## config.mk

```make
export PLATFORM = sky130hd
export DESIGN_NAME = signed_byte_alu_mul_div
export DESIGN_NICKNAME = d
export VERILOG_FILES = /design/src/hw/rtl/sba_pkg.sv /design/src/hw/rtl/signed_byte_alu_mul_div.sv /design/src/hw/rtl/sba_front.sv /design/src/hw/rtl/sba_cell.sv /design/src/hw/rtl/sba_back.sv
export VERILOG_INCLUDE_DIRS = /design/src /design/src/hw/rtl
export SDC_FILE = /design/constraint.sdc
export NUM_CORES = 1
export LEC_CHECK = 0
export ABC_AREA = 1
export BUFFER_PORTS_ARGS = -buffer_cell sky130_fd_sc_hd__buf_2
export CAP_MARGIN = 20
export CORE_ASPECT_RATIO = 0.75
export CORE_MARGIN = 2
export CORE_UTILIZATION = 64
export CTS_BUF_LIST = sky130_fd_sc_hd__clkbuf_8
export DETAILED_ROUTE_END_ITERATION = 6
export PLACE_DENSITY = 0.85
export SETUP_SLACK_MARGIN = 0.05
export SLEW_MARGIN = 40
export SYNTH_ARGS = -nofsm -noshare
export SYNTH_HDL_FRONTEND = slang
export SYNTH_SLANG_ARGS = --single-unit
```

## constraint.sdc

```tcl
create_clock -name clk_i -period 4.7 [get_ports clk_i]
set_input_delay 0.235 -clock clk_i [delete_from_list [all_inputs] [get_ports clk_i]]
set_output_delay 0.235 -clock clk_i [all_outputs]
set_load 0.01 [all_outputs]
```

## src/hw/rtl/signed_byte_alu_mul_div_assert.svh

```systemverilog
// ----------------------------------------------------------------------------
// Assertion macros for the signed ALU
// Concurrent assertion wrappers; they expand to nothing in synthesis.
// ----------------------------------------------------------------------------
`ifndef SIGNED_BYTE_ALU_MUL_DIV_ASSERT_SVH
`define SIGNED_BYTE_ALU_MUL_DIV_ASSERT_SVH
`ifndef SYNTHESIS
// assertion checked only out of reset
`define SBA_ASSERT(lbl, clk, rstn, prop, msg) \
  lbl: assert property (@(posedge clk) disable iff (!rstn) prop) else $error(msg);
// assertion also checked during reset
`define SBA_ASSERT_ALWAYS(lbl, clk, prop, msg) \
  lbl: assert property (@(posedge clk) prop) else $error(msg);
`else
`define SBA_ASSERT(lbl, clk, rstn, prop, msg)
`define SBA_ASSERT_ALWAYS(lbl, clk, prop, msg)
`endif
`endif

```

## src/hw/rtl/sba_pkg.sv

```systemverilog
// ----------------------------------------------------------------------------
// sba_pkg
// Operation codes and the control word carried along the pipeline.
// ----------------------------------------------------------------------------
package sba_pkg;

  typedef enum logic [4:0] {
    OP_ADD = 5'd0,
    OP_SUB = 5'd1,
    OP_MUL = 5'd2,
    OP_DIV = 5'd3,
    OP_REM = 5'd4,
    OP_AND = 5'd5,
    OP_OR  = 5'd6,
    OP_XOR = 5'd7,
    OP_NOT = 5'd8,
    OP_SHL = 5'd9,
    OP_SHR = 5'd10,
    OP_EQ  = 5'd11,
    OP_NE  = 5'd12,
    OP_LT  = 5'd13,
    OP_GT  = 5'd14,
    OP_GE  = 5'd15,
    OP_LE  = 5'd16,
    OP_ABS = 5'd17
  } op_e;

  typedef struct packed {
    op_e  op;
    logic err;
    logic cmp;
    logic q_neg;  // quotient is negated at the end
  } ctrl_t;

endpackage

```

## src/hw/rtl/signed_byte_alu_mul_div.sv

```systemverilog
// ----------------------------------------------------------------------------
// signed_byte_alu_mul_div
// Signed two's complement ALU with multiply and divide on a row of cells.
// ----------------------------------------------------------------------------
//  channel | signals                                  | direction
//  --------+------------------------------------------+----------
//  in      | in_valid_i, in_ready_o, operation_i,     | to block
//          | operand_a_i, operand_b_i                 |
//  out     | out_valid_o, out_ready_i, result_value_o,| from block
//          | compare_true_o, error_flag_o             |
//
//  One transaction per cycle while the output side keeps taking results.
//  The cell row does multiply and divide: one multiply bit and one quotient bit per cell,
//  DATA_WIDTH cells between the decode stage and the result register.
//  Reset clears the valid bit of every stage; payload registers are not reset.
//  Back pressure moves up stage by stage, so empty stages keep filling while
//  a finished result waits at the output.
// ----------------------------------------------------------------------------
`include "signed_byte_alu_mul_div_assert.svh"

module signed_byte_alu_mul_div #(
  parameter int DATA_WIDTH = 8
) (
  input  logic                         clk_i,
  input  logic                         rst_ni,
  input  logic                         in_valid_i,
  output logic                         in_ready_o,
  input  logic [4:0]                   operation_i,
  input  logic signed [DATA_WIDTH-1:0] operand_a_i,
  input  logic signed [DATA_WIDTH-1:0] operand_b_i,
  output logic                         out_valid_o,
  input  logic                         out_ready_i,
  output logic signed [DATA_WIDTH-1:0] result_value_o,
  output logic                         compare_true_o,
  output logic                         error_flag_o
);

  localparam int W = DATA_WIDTH;

  logic [W:0]     vld;
  logic [W:0]     rdy;
  sba_pkg::ctrl_t ctrl   [W+1];
  logic [W-1:0]   res    [W+1];
  logic [W-1:0]   mcand  [W+1];
  logic [W-1:0]   mplier [W+1];
  logic [W-1:0]   prod   [W+1];
  logic [W-1:0]   rem    [W+1];
  logic [W-1:0]   dvd    [W+1];
  logic [W-1:0]   dvs    [W+1];
  logic [W-1:0]   result_u;

  sba_front #(.W(W)) u_front (
    .clk_i       (clk_i),
    .rst_ni      (rst_ni),
    .valid_i     (in_valid_i),
    .ready_o     (in_ready_o),
    .operation_i (operation_i),
    .operand_a_i (operand_a_i),
    .operand_b_i (operand_b_i),
    .valid_o     (vld[0]),
    .ready_i     (rdy[0]),
    .ctrl_o      (ctrl[0]),
    .res_o       (res[0]),
    .mcand_o     (mcand[0]),
    .mplier_o    (mplier[0]),
    .dvd_o       (dvd[0]),
    .dvs_o       (dvs[0])
  );

  // accumulators start empty at the head of the row
  assign prod[0] = '0;
  assign rem[0]  = '0;

  for (genvar i = 0; i < W; i++) begin : g_cell
    sba_cell #(.W(W)) u_cell (
      .clk_i    (clk_i),
      .rst_ni   (rst_ni),
      .valid_i  (vld[i]),
      .ready_o  (rdy[i]),
      .ctrl_i   (ctrl[i]),
      .res_i    (res[i]),
      .mcand_i  (mcand[i]),
      .mplier_i (mplier[i]),
      .prod_i   (prod[i]),
      .rem_i    (rem[i]),
      .dvd_i    (dvd[i]),
      .dvs_i    (dvs[i]),
      .valid_o  (vld[i+1]),
      .ready_i  (rdy[i+1]),
      .ctrl_o   (ctrl[i+1]),
      .res_o    (res[i+1]),
      .mcand_o  (mcand[i+1]),
      .mplier_o (mplier[i+1]),
      .prod_o   (prod[i+1]),
      .rem_o    (rem[i+1]),
      .dvd_o    (dvd[i+1]),
      .dvs_o    (dvs[i+1])
    );
  end

  sba_back #(.W(W)) u_back (
    .clk_i          (clk_i),
    .rst_ni         (rst_ni),
    .valid_i        (vld[W]),
    .ready_o        (rdy[W]),
    .ctrl_i         (ctrl[W]),
    .res_i          (res[W]),
    .prod_i         (prod[W]),
    .rem_i          (rem[W]),
    .dvd_i          (dvd[W]),
    .out_valid_o    (out_valid_o),
    .out_ready_i    (out_ready_i),
    .result_value_o (result_u),
    .compare_true_o (compare_true_o),
    .error_flag_o   (error_flag_o)
  );

  assign result_value_o = result_u;

  `SBA_ASSERT(a_err_zero, clk_i, rst_ni, out_valid_o && error_flag_o |-> result_u == '0, "error result not zero")
  `SBA_ASSERT(a_cmp_zero, clk_i, rst_ni, out_valid_o && compare_true_o |-> result_u == '0 && !error_flag_o, "compare result not clean")
  `SBA_ASSERT(a_load, clk_i, rst_ni, in_valid_i && in_ready_o |=> vld[0], "accepted transaction not in decode stage")
  `SBA_ASSERT_ALWAYS(a_empty_ready, clk_i, vld == '0 |-> in_ready_o, "empty pipeline refuses input")

endmodule

```

## src/hw/rtl/sba_front.sv

```systemverilog
// ----------------------------------------------------------------------------
// sba_front
// Decode stage: operations other than multiply and divide, operand magnitudes, error checks.
// ----------------------------------------------------------------------------
module sba_front #(
  parameter int W = 8
) (
  input  logic                clk_i,
  input  logic                rst_ni,
  input  logic                valid_i,
  output logic                ready_o,
  input  logic [4:0]          operation_i,
  input  logic signed [W-1:0] operand_a_i,
  input  logic signed [W-1:0] operand_b_i,
  output logic                valid_o,
  input  logic                ready_i,
  output sba_pkg::ctrl_t      ctrl_o,
  output logic [W-1:0]        res_o,
  output logic [W-1:0]        mcand_o,
  output logic [W-1:0]        mplier_o,
  output logic [W-1:0]        dvd_o,
  output logic [W-1:0]        dvs_o
);

  localparam logic [W-1:0] WIDTH_VAL = W'(W);

  logic           valid_q;
  sba_pkg::ctrl_t ctrl_d, ctrl_q;
  logic [W-1:0]   res_d, res_q;
  logic [W-1:0]   a_u, b_u, a_mag, b_mag;
  logic [W-1:0]   mcand_q, mplier_q, dvd_q, dvs_q;
  logic           shift_bad, div_zero, a_lt_b;

  assign a_u       = operand_a_i;
  assign b_u       = operand_b_i;
  assign a_mag     = operand_a_i[W-1] ? ({W{1'b0}} - a_u) : a_u;
  assign b_mag     = operand_b_i[W-1] ? ({W{1'b0}} - b_u) : b_u;
  assign shift_bad = operand_b_i[W-1] || (b_u > WIDTH_VAL);
  assign div_zero  = (b_u == '0);
  assign a_lt_b    = (operand_a_i < operand_b_i);

  always_comb begin
    ctrl_d.op    = sba_pkg::op_e'(operation_i);
    ctrl_d.err   = 1'b0;
    ctrl_d.cmp   = 1'b0;
    ctrl_d.q_neg = operand_a_i[W-1] ^ operand_b_i[W-1];
    res_d        = '0;
    case (ctrl_d.op)
      sba_pkg::OP_ADD: res_d = a_u + b_u;
      sba_pkg::OP_SUB: res_d = a_u - b_u;
      sba_pkg::OP_MUL: res_d = '0;
      sba_pkg::OP_DIV, sba_pkg::OP_REM: ctrl_d.err = div_zero;
      sba_pkg::OP_AND: res_d = a_u & b_u;
      sba_pkg::OP_OR:  res_d = a_u | b_u;
      sba_pkg::OP_XOR: res_d = a_u ^ b_u;
      sba_pkg::OP_NOT: res_d = ~a_u;
      // a shift by W or more clears the word; above W or negative it also flags an error
      sba_pkg::OP_SHL: begin
        ctrl_d.err = shift_bad;
        res_d      = shift_bad ? '0 : (a_u << b_u);
      end
      sba_pkg::OP_SHR: begin
        ctrl_d.err = shift_bad;
        res_d      = shift_bad ? '0 : (a_u >> b_u);
      end
      sba_pkg::OP_EQ:  ctrl_d.cmp = (a_u == b_u);
      sba_pkg::OP_NE:  ctrl_d.cmp = (a_u != b_u);
      sba_pkg::OP_LT:  ctrl_d.cmp = a_lt_b;
      sba_pkg::OP_GT:  ctrl_d.cmp = !a_lt_b && (a_u != b_u);
      sba_pkg::OP_GE:  ctrl_d.cmp = !a_lt_b;
      sba_pkg::OP_LE:  ctrl_d.cmp = a_lt_b || (a_u == b_u);
      sba_pkg::OP_ABS: res_d = a_mag;
      default:         res_d = '0;
    endcase
  end

  assign ready_o = !valid_q || ready_i;

  always_ff @(posedge clk_i or negedge rst_ni) begin
    if (!rst_ni) begin
      valid_q <= 1'b0;
    end else if (ready_o) begin
      valid_q <= valid_i;
    end
  end

  always_ff @(posedge clk_i) begin
    if (ready_o && valid_i) begin
      ctrl_q   <= ctrl_d;
      res_q    <= res_d;
      mcand_q  <= a_u;
      mplier_q <= b_u;
      dvd_q    <= a_mag;
      dvs_q    <= b_mag;
    end
  end

  assign valid_o  = valid_q;
  assign ctrl_o   = ctrl_q;
  assign res_o    = res_q;
  assign mcand_o  = mcand_q;
  assign mplier_o = mplier_q;
  assign dvd_o    = dvd_q;
  assign dvs_o    = dvs_q;

endmodule

```

## src/hw/rtl/sba_cell.sv

```systemverilog
// ----------------------------------------------------------------------------
// sba_cell
// One pipeline cell: one shift-add multiply step and one restoring divide step.
// ----------------------------------------------------------------------------
module sba_cell #(
  parameter int W = 8
) (
  input  logic           clk_i,
  input  logic           rst_ni,
  input  logic           valid_i,
  output logic           ready_o,
  input  sba_pkg::ctrl_t ctrl_i,
  input  logic [W-1:0]   res_i,
  input  logic [W-1:0]   mcand_i,
  input  logic [W-1:0]   mplier_i,
  input  logic [W-1:0]   prod_i,
  input  logic [W-1:0]   rem_i,
  input  logic [W-1:0]   dvd_i,
  input  logic [W-1:0]   dvs_i,
  output logic           valid_o,
  input  logic           ready_i,
  output sba_pkg::ctrl_t ctrl_o,
  output logic [W-1:0]   res_o,
  output logic [W-1:0]   mcand_o,
  output logic [W-1:0]   mplier_o,
  output logic [W-1:0]   prod_o,
  output logic [W-1:0]   rem_o,
  output logic [W-1:0]   dvd_o,
  output logic [W-1:0]   dvs_o
);

  logic           valid_q;
  sba_pkg::ctrl_t ctrl_q;
  logic [W-1:0]   res_q, dvs_q;
  logic [W-1:0]   mcand_d, mcand_q, mplier_d, mplier_q, prod_d, prod_q;
  logic [W-1:0]   rem_sh, rem_d, rem_q, dvd_d, dvd_q;
  logic           fits;

  // partial remainder stays below the divisor, so its top bit is free
  assign rem_sh   = {rem_i[W-2:0], dvd_i[W-1]};
  assign fits     = (rem_sh >= dvs_i);
  assign rem_d    = fits ? (rem_sh - dvs_i) : rem_sh;
  assign dvd_d    = {dvd_i[W-2:0], fits};  // quotient bits enter from the bottom

  assign prod_d   = mplier_i[0] ? (prod_i + mcand_i) : prod_i;
  assign mcand_d  = {mcand_i[W-2:0], 1'b0};
  assign mplier_d = {1'b0, mplier_i[W-1:1]};

  assign ready_o = !valid_q || ready_i;

  always_ff @(posedge clk_i or negedge rst_ni) begin
    if (!rst_ni) begin
      valid_q <= 1'b0;
    end else if (ready_o) begin
      valid_q <= valid_i;
    end
  end

  always_ff @(posedge clk_i) begin
    if (ready_o && valid_i) begin
      ctrl_q   <= ctrl_i;
      res_q    <= res_i;
      mcand_q  <= mcand_d;
      mplier_q <= mplier_d;
      prod_q   <= prod_d;
      rem_q    <= rem_d;
      dvd_q    <= dvd_d;
      dvs_q    <= dvs_i;
    end
  end

  assign valid_o  = valid_q;
  assign ctrl_o   = ctrl_q;
  assign res_o    = res_q;
  assign mcand_o  = mcand_q;
  assign mplier_o = mplier_q;
  assign prod_o   = prod_q;
  assign rem_o    = rem_q;
  assign dvd_o    = dvd_q;
  assign dvs_o    = dvs_q;

endmodule

```

## src/hw/rtl/sba_back.sv

```systemverilog
// ----------------------------------------------------------------------------
// sba_back
// Result stage: quotient sign fix, result select and the output register.
// ----------------------------------------------------------------------------
module sba_back #(
  parameter int W = 8
) (
  input  logic           clk_i,
  input  logic           rst_ni,
  input  logic           valid_i,
  output logic           ready_o,
  input  sba_pkg::ctrl_t ctrl_i,
  input  logic [W-1:0]   res_i,
  input  logic [W-1:0]   prod_i,
  input  logic [W-1:0]   rem_i,
  input  logic [W-1:0]   dvd_i,
  output logic           out_valid_o,
  input  logic           out_ready_i,
  output logic [W-1:0]   result_value_o,
  output logic           compare_true_o,
  output logic           error_flag_o
);

  logic         valid_q, cmp_q, err_q;
  logic [W-1:0] quo, res_d, res_q;

  assign quo = ctrl_i.q_neg ? ({W{1'b0}} - dvd_i) : dvd_i;

  always_comb begin
    case (ctrl_i.op)
      sba_pkg::OP_MUL: res_d = prod_i;
      sba_pkg::OP_DIV: res_d = ctrl_i.err ? '0 : quo;
      sba_pkg::OP_REM: res_d = ctrl_i.err ? '0 : rem_i;
      default:         res_d = res_i;
    endcase
  end

  assign ready_o = !valid_q || out_ready_i;

  always_ff @(posedge clk_i or negedge rst_ni) begin
    if (!rst_ni) begin
      valid_q <= 1'b0;
    end else if (ready_o) begin
      valid_q <= valid_i;
    end
  end

  always_ff @(posedge clk_i) begin
    if (ready_o && valid_i) begin
      res_q <= res_d;
      cmp_q <= ctrl_i.cmp;
      err_q <= ctrl_i.err;
    end
  end

  assign out_valid_o    = valid_q;
  assign result_value_o = res_q;
  assign compare_true_o = cmp_q;
  assign error_flag_o   = err_q;

endmodule

```

After elaboration in Yosys (flattened, before gate mapping)
Cells that the tools add are included.
Widths: inputs -> output; s select.
{"block": "classes", "magnitude_cmp": 10, "eq_ne": 21, "n_shift": 2, "n_addsub": 20, "bitwise": 5, "reduce_logical": 38, "muxes": 26}
{"operator": "$mux 8", "n": 14}
{"operator": "$pmux 8 s9", "n": 1}
{"operator": "$add 8x8->8", "n": 8}
{"operator": "$ge 8x8->1", "n": 7}
{"operator": "$mux 7", "n": 7}
{"operator": "$sub 7x7->7", "n": 6}
{"operator": "$eq 5x4->1 const B", "n": 8}
{"operator": "$eq 5x3->1 const B", "n": 5}
{"operator": "$pmux 8 s3", "n": 1}
{"operator": "$sub 1x8->8 const A", "n": 3}
{"operator": "$sub 8x8->8", "n": 2}
{"operator": "$eq 5x2->1 const B", "n": 3}
{"operator": "$logic_or 1x1->1", "n": 12}
{"operator": "$logic_and 1x1->1", "n": 11}
{"operator": "$logic_not 1->1", "n": 11}
{"operator": "$eq 5x5->1 const B", "n": 2}
{"operator": "$and 8x8->8", "n": 1}
{"operator": "$eq 8x8->1", "n": 1}
{"operator": "$ge 1x8->1", "n": 1}
{"operator": "$gt 8x4->1 const B", "n": 1}
{"operator": "$logic_not 8->1", "n": 1}
{"operator": "$lt 8x8->1", "n": 1}
{"operator": "$ne 8x8->1", "n": 1}
{"operator": "$not 8->8", "n": 1}
{"operator": "12 further kinds", "n": 13}
{"block": "word_totals", "regBits": 493, "word_cells": 231, "inputBits": 25}

Depth between registers and ports, before layout
{"block": "logic_depth", "ltp_word": 12, "mapped_depth": 15}

Cells and area by module
From an unflattened synthesis, not the netlist that was laid out.
{"block": "unflattened", "hier_cells": 2642, "hier_area_um2": 27944.3}
{"mod": "sba_cell", "instances": 8, "area_per_inst_um2": 2932.8, "cells_per_inst": 258}
{"mod": "sba_front", "instances": 1, "area_per_inst_um2": 3678.5, "cells_per_inst": 465}
{"mod": "sba_back", "instances": 1, "area_per_inst_um2": 799.5, "cells_per_inst": 112}
{"mod": "signed_byte_alu_mul_div", "instances": 1, "area_per_inst_um2": 3.8, "cells_per_inst": 1}

Worst setup path after synthesis
No wires, ideal clock.
{"block": "synth_path", "path_type": "register to register", "start": "register u_back.valid_q, in the netlist u_back.out_valid_o", "end": "register g_cell[0].u_cell.ctrl_q, in the netlist g_cell[0].u_cell.ctrl_o[0] (enable)", "n_path_buf": 0, "stages_incl_launch_ff": 10, "setup_ps": 497, "required_time_ps": 4203, "path_slack_ps": 319, "arrival_time_ps": 3883, "synth_period_minus_slack_ps": 4381, "cell_sequence": "dfrtp_1 -> nand2_1 -> nor2_1 -> nand2_1 -> nor2_2 -> nand3_2 -> nor2_2 -> nand2_1 -> inv_1 -> a21oi_1"}
{"block": "synth_between", "elab_chain_cells": 11}
{"element": "from (decl)", "line_no": "sba_back.sv:24", "text": "logic valid_q, cmp_q, err_q;"}
{"element": "from (signal assigned)", "line_no": "sba_back.sv:44", "text": "valid_q <= valid_i;"}
{"element": "$logic_not 1->1", "line_no": "sba_back.sv:38", "text": "assign ready_o = !valid_q || out_ready_i;"}
{"element": "$logic_or 1x1->1", "line_no": "sba_back.sv:38"}
{"element": "$logic_or 1x1->1 (8 in series)", "line_no": "sba_cell.sv:49", "text": "assign ready_o = !valid_q || ready_i;"}
{"element": "$logic_and 1x1->1", "line_no": "sba_cell.sv:60", "text": "if (ready_o && valid_i) begin"}
{"element": "to (signal assigned)", "line_no": "sba_cell.sv:61", "text": "ctrl_q <= ctrl_i;"}
{"element": "to (decl)", "line_no": "sba_cell.sv:33", "text": "sba_pkg::ctrl_t ctrl_q;"}
Every way passes these cells.
A chain may end at the register's enable or synchronous reset.

Final worst setup path
{"block": "layout_path", "start": "register u_back.valid_q, in the netlist u_back.out_valid_o", "end": "output port in_ready_o"}
{"block": "layout_between", "elab_chain_cells": 11}
{"element": "$logic_not 1->1", "line_no": "sba_back.sv:38"}
{"element": "$logic_or 1x1->1", "line_no": "sba_back.sv:38"}
{"element": "$logic_or 1x1->1 (8 in series)", "line_no": "sba_cell.sv:49"}
{"element": "$logic_or 1x1->1", "line_no": "sba_front.sv:77", "text": "assign ready_o = !valid_q || ready_i;"}
{"element": "to (decl)", "line_no": "signed_byte_alu_mul_div.sv:27", "text": "output logic in_ready_o,"}
Every way passes these cells.

==> summary.txt <==
Status: finished, final reports clean
Routed Antenna Nets: 0
N_diodes: 0
Gpl congestion: 1.00
Async SR Flop Fraction: 0.0207
CTS clk-pin slew, worst paths: 0.06 ns
I/O Pins: 37
Initial Util: 0.647
Crit path from: u_back.out_valid_o$_DFFE_PN0P_
Root buf cell: clkbuf_8
Yosys cell types: 50
Layout Skew: 0.0296 ns
Synthesized area: 0.0216 mm2
Seq/Total Area, Yosys: 0.670
Startpoint Class: flop
First-pass GRT wire length: 70.4 mm
Post-Synthesis Cells: 1770
Latest clock arrival within the worst-skew pair: 0.59 ns
CTS tree: done
Starting DRT DRC Count: 1651
Overall Global Routing Usage: 0.259
Cts repair resizes: 0
Most common cell in the netlist: edfxtp_1
Cell taking the most area after synthesis: edfxtp_1
P&R area growth vs syn: 10.2%
Vias in the first global route: 13300
HP Class: input pin to flop
Final nets: 2026
RSZ-0062 raised after global routing: no
Worst setup EP type: output pin
Top cells by count, synth: edfxtp_1 (474), nand2_1 (304), inv_1 (229)
DR vias: 13600
Post-synthesis area per instance: 12.2 um2
Routed WL: 44.6 mm
Core area: 0.0334 mm2
Wire length per cell: 18.7 um
Setup CP Type: flop to output pin
CP Max Fanout: 4
Pin count of the biggest net entering global routing: 61
Slew HR: 0.477
VDD IR max: 0.383 mV
CTS H-tree lvls: 3
# DRC: 0
Ys Warns: 0
Syn Nets: 1914
Pleak: 9.96 nW
Post-synth EDFFs: 474
Die area: 0.0353 mm2
Hold_ws: 0.0427 ns
Final setup fails: 0
Initial antenna violation count: 0
# rows: 58
Vias per inst: 5.72
Min-delay src: operand_b_i[4]
Die height: 163 um
TritonCTS Sinks: 484
TritonCTS Buffers: 71
Clock buffer depth: 3
Slew Viols, Final: 0
DP HPWL: 31.2 mm
IO Port Bufs: 36
Largest cells by area after synthesis: edfxtp_1 (66%), ha_1 (6.1%), nand2_1 (5.3%)
Die width: 216 um
Design area: 0.0238 mm2
Most used DFF post-synth: edfxtp_1
Setup TNS: 0 ns
Least-Margin Pin Slew: 0.778 ns
Placed instance area: 0.0223 mm2
R2r startpoint: u_back.out_valid_o$_DFFE_PN0P_
Final Cycle Share: 0.537
Share of cells above drive strength 1: 0.0875
Post-synth top area share: 0.659
MaxCap Viol Count: 0
Fmax: 0.396 GHz
Fin. Hold Viols: 0
First-pass iteration count of the detailed router: 7
GRT Residual Overflow: 0
Flops & latches, synth: 484
CP required: 4.47 ns
Pwr/cell area: 555 mW/mm2
CP arrival: 2.29 ns
Crit path time final: 2.52 ns
layer usage:
layer	vias to the layer above	GRT usage	wire length [um]
met1	6463	0.321	17500
met3	115	0.0419	2780
met2	631	0.463	23000
met5	-	0	0
li1	6405	-	-
met4	0	0.0962	1390
cells by family after synthesis:
kind of cell / Yosys count / synth area share
AND/OR/NAND/NOR: 637 / 0.130
flip-flops: 484 / 0.670
buffers and inverters: 256 / 0.0468
AO/OA/AOI/OAI: 215 / 0.0548
adder cells (fa/ha/maj): 119 / 0.0738
XOR/XNOR: 57 / 0.0231
multiplexers: 2 / 0.00104
through the flow:
step	utilization	power (mW)	std cells	setup slack, ns
after floorplan	-	9.05	1770	0.319
after global placement	0.669	9.69	2244	2.13
after detailed placement	0.669	9.98	2244	2.11
after CTS	0.714	13.2	2382	2.12
after global routing	0.714	13.9	2382	1.93
final	0.714	13.2	2382	2.18
state kept, by name (all words and copies together) (netlist names), 21 cells and up:
signal and cells:
g_cell.u_cell.ctrl_o 64, g_cell.u_cell.dvd_o 64, g_cell.u_cell.prod_o 64, g_cell.u_cell.res_o 64, g_cell.u_cell.rem_o 57, g_cell.u_cell.dvs_o 56, g_cell.u_cell.mplier_o 28, g_cell.u_cell.mcand_o 21
cells in the final DEF (no fill, tap or decap), types with 3 or more instances in the layout:
cell	count
edfxtp_1	474
nand2_1	304
inv_1	253
nor2_1	146
ha_1	105
nand3_1	103
a21oi_1	92
clkbuf_8	78
o21ai_0	59
nand4_1	43
xor2_1	39
buf_2	36
xnor2_1	18
a21o_1	17
a31oi_1	16
dlygate4sd3_1	15
fa_1	14
o21ai_1	12
clkinv_1	10
dfrtp_1	10
nor3_1	9
buf_4	8
inv_2	6
nor2_4	6
clkinv_2	5
or2_2	4
nand3b_1	3
o21bai_1	3
nand4_2	3
nor4_1	3
bufinv_16	3
worst max-delay path, stage by stage (launching register included):
cell	delay, ns
dfrtp_1	0.38
nand2_1	0.08
nor2_1	0.12
nand2_1	0.12
nor2_2	0.28
nand3_2	0.15
nor2_2	0.20
nand4_1	0.19
buf_2	0.19
layout make-up:
| type | count | area, um2 |
|---|---|---|
| fillers | 2054 | 9560 |
| clock buffers | 78 | 1070 |
| repair buffers | 59 | 390 |
| inverters | 236 | 888 |
| well taps | 450 | 563 |
| clock inverters | 45 | 267 |
| multi-input cells | 1030 | 6160 |
| flip-flops and latches | 484 | 14500 |
final timing paths:
| check | to | slack [ns] | cells past startpoint |
|---|---|---|---|
| max in group asynchronous | g_cell[2].u_cell.valid_o$_DFFE_PN0P_ | 4.42 | 2 |
| worst min-delay path | u_front.mplier_o[4]$_DFFE_PP_ | 0.04 | 1 |
| min in group asynchronous | u_front.valid_o$_DFFE_PN0P_ | 0.06 | 2 |
| worst min register to register | g_cell[7].u_cell.dvd_o[1]$_DFFE_PP_ | 0.40 | 0 |
| worst max-delay path | in_ready_o | 2.18 | 8 |
| worst max register to register | g_cell[0].u_cell.prod_o[2]$_SDFFCE_PN0P_ | 2.24 | 10 |
repair_timing:
action,in CTS,in global routing
hold buffers,15,0
buffers inserted,0,0
endpoints found under the hold margin,25,0
setup endpoints to repair,0,0
power breakdown:
group | switching [mW] | leakage [nW] | internal, mW
clock | 1.52 | 0.786 | 1.69
sequential | 0.468 | 4.77 | 6.27
combinational | 2.15 | 4.40 | 1.12
Note: power is estimated with default switching activity, not from simulation.
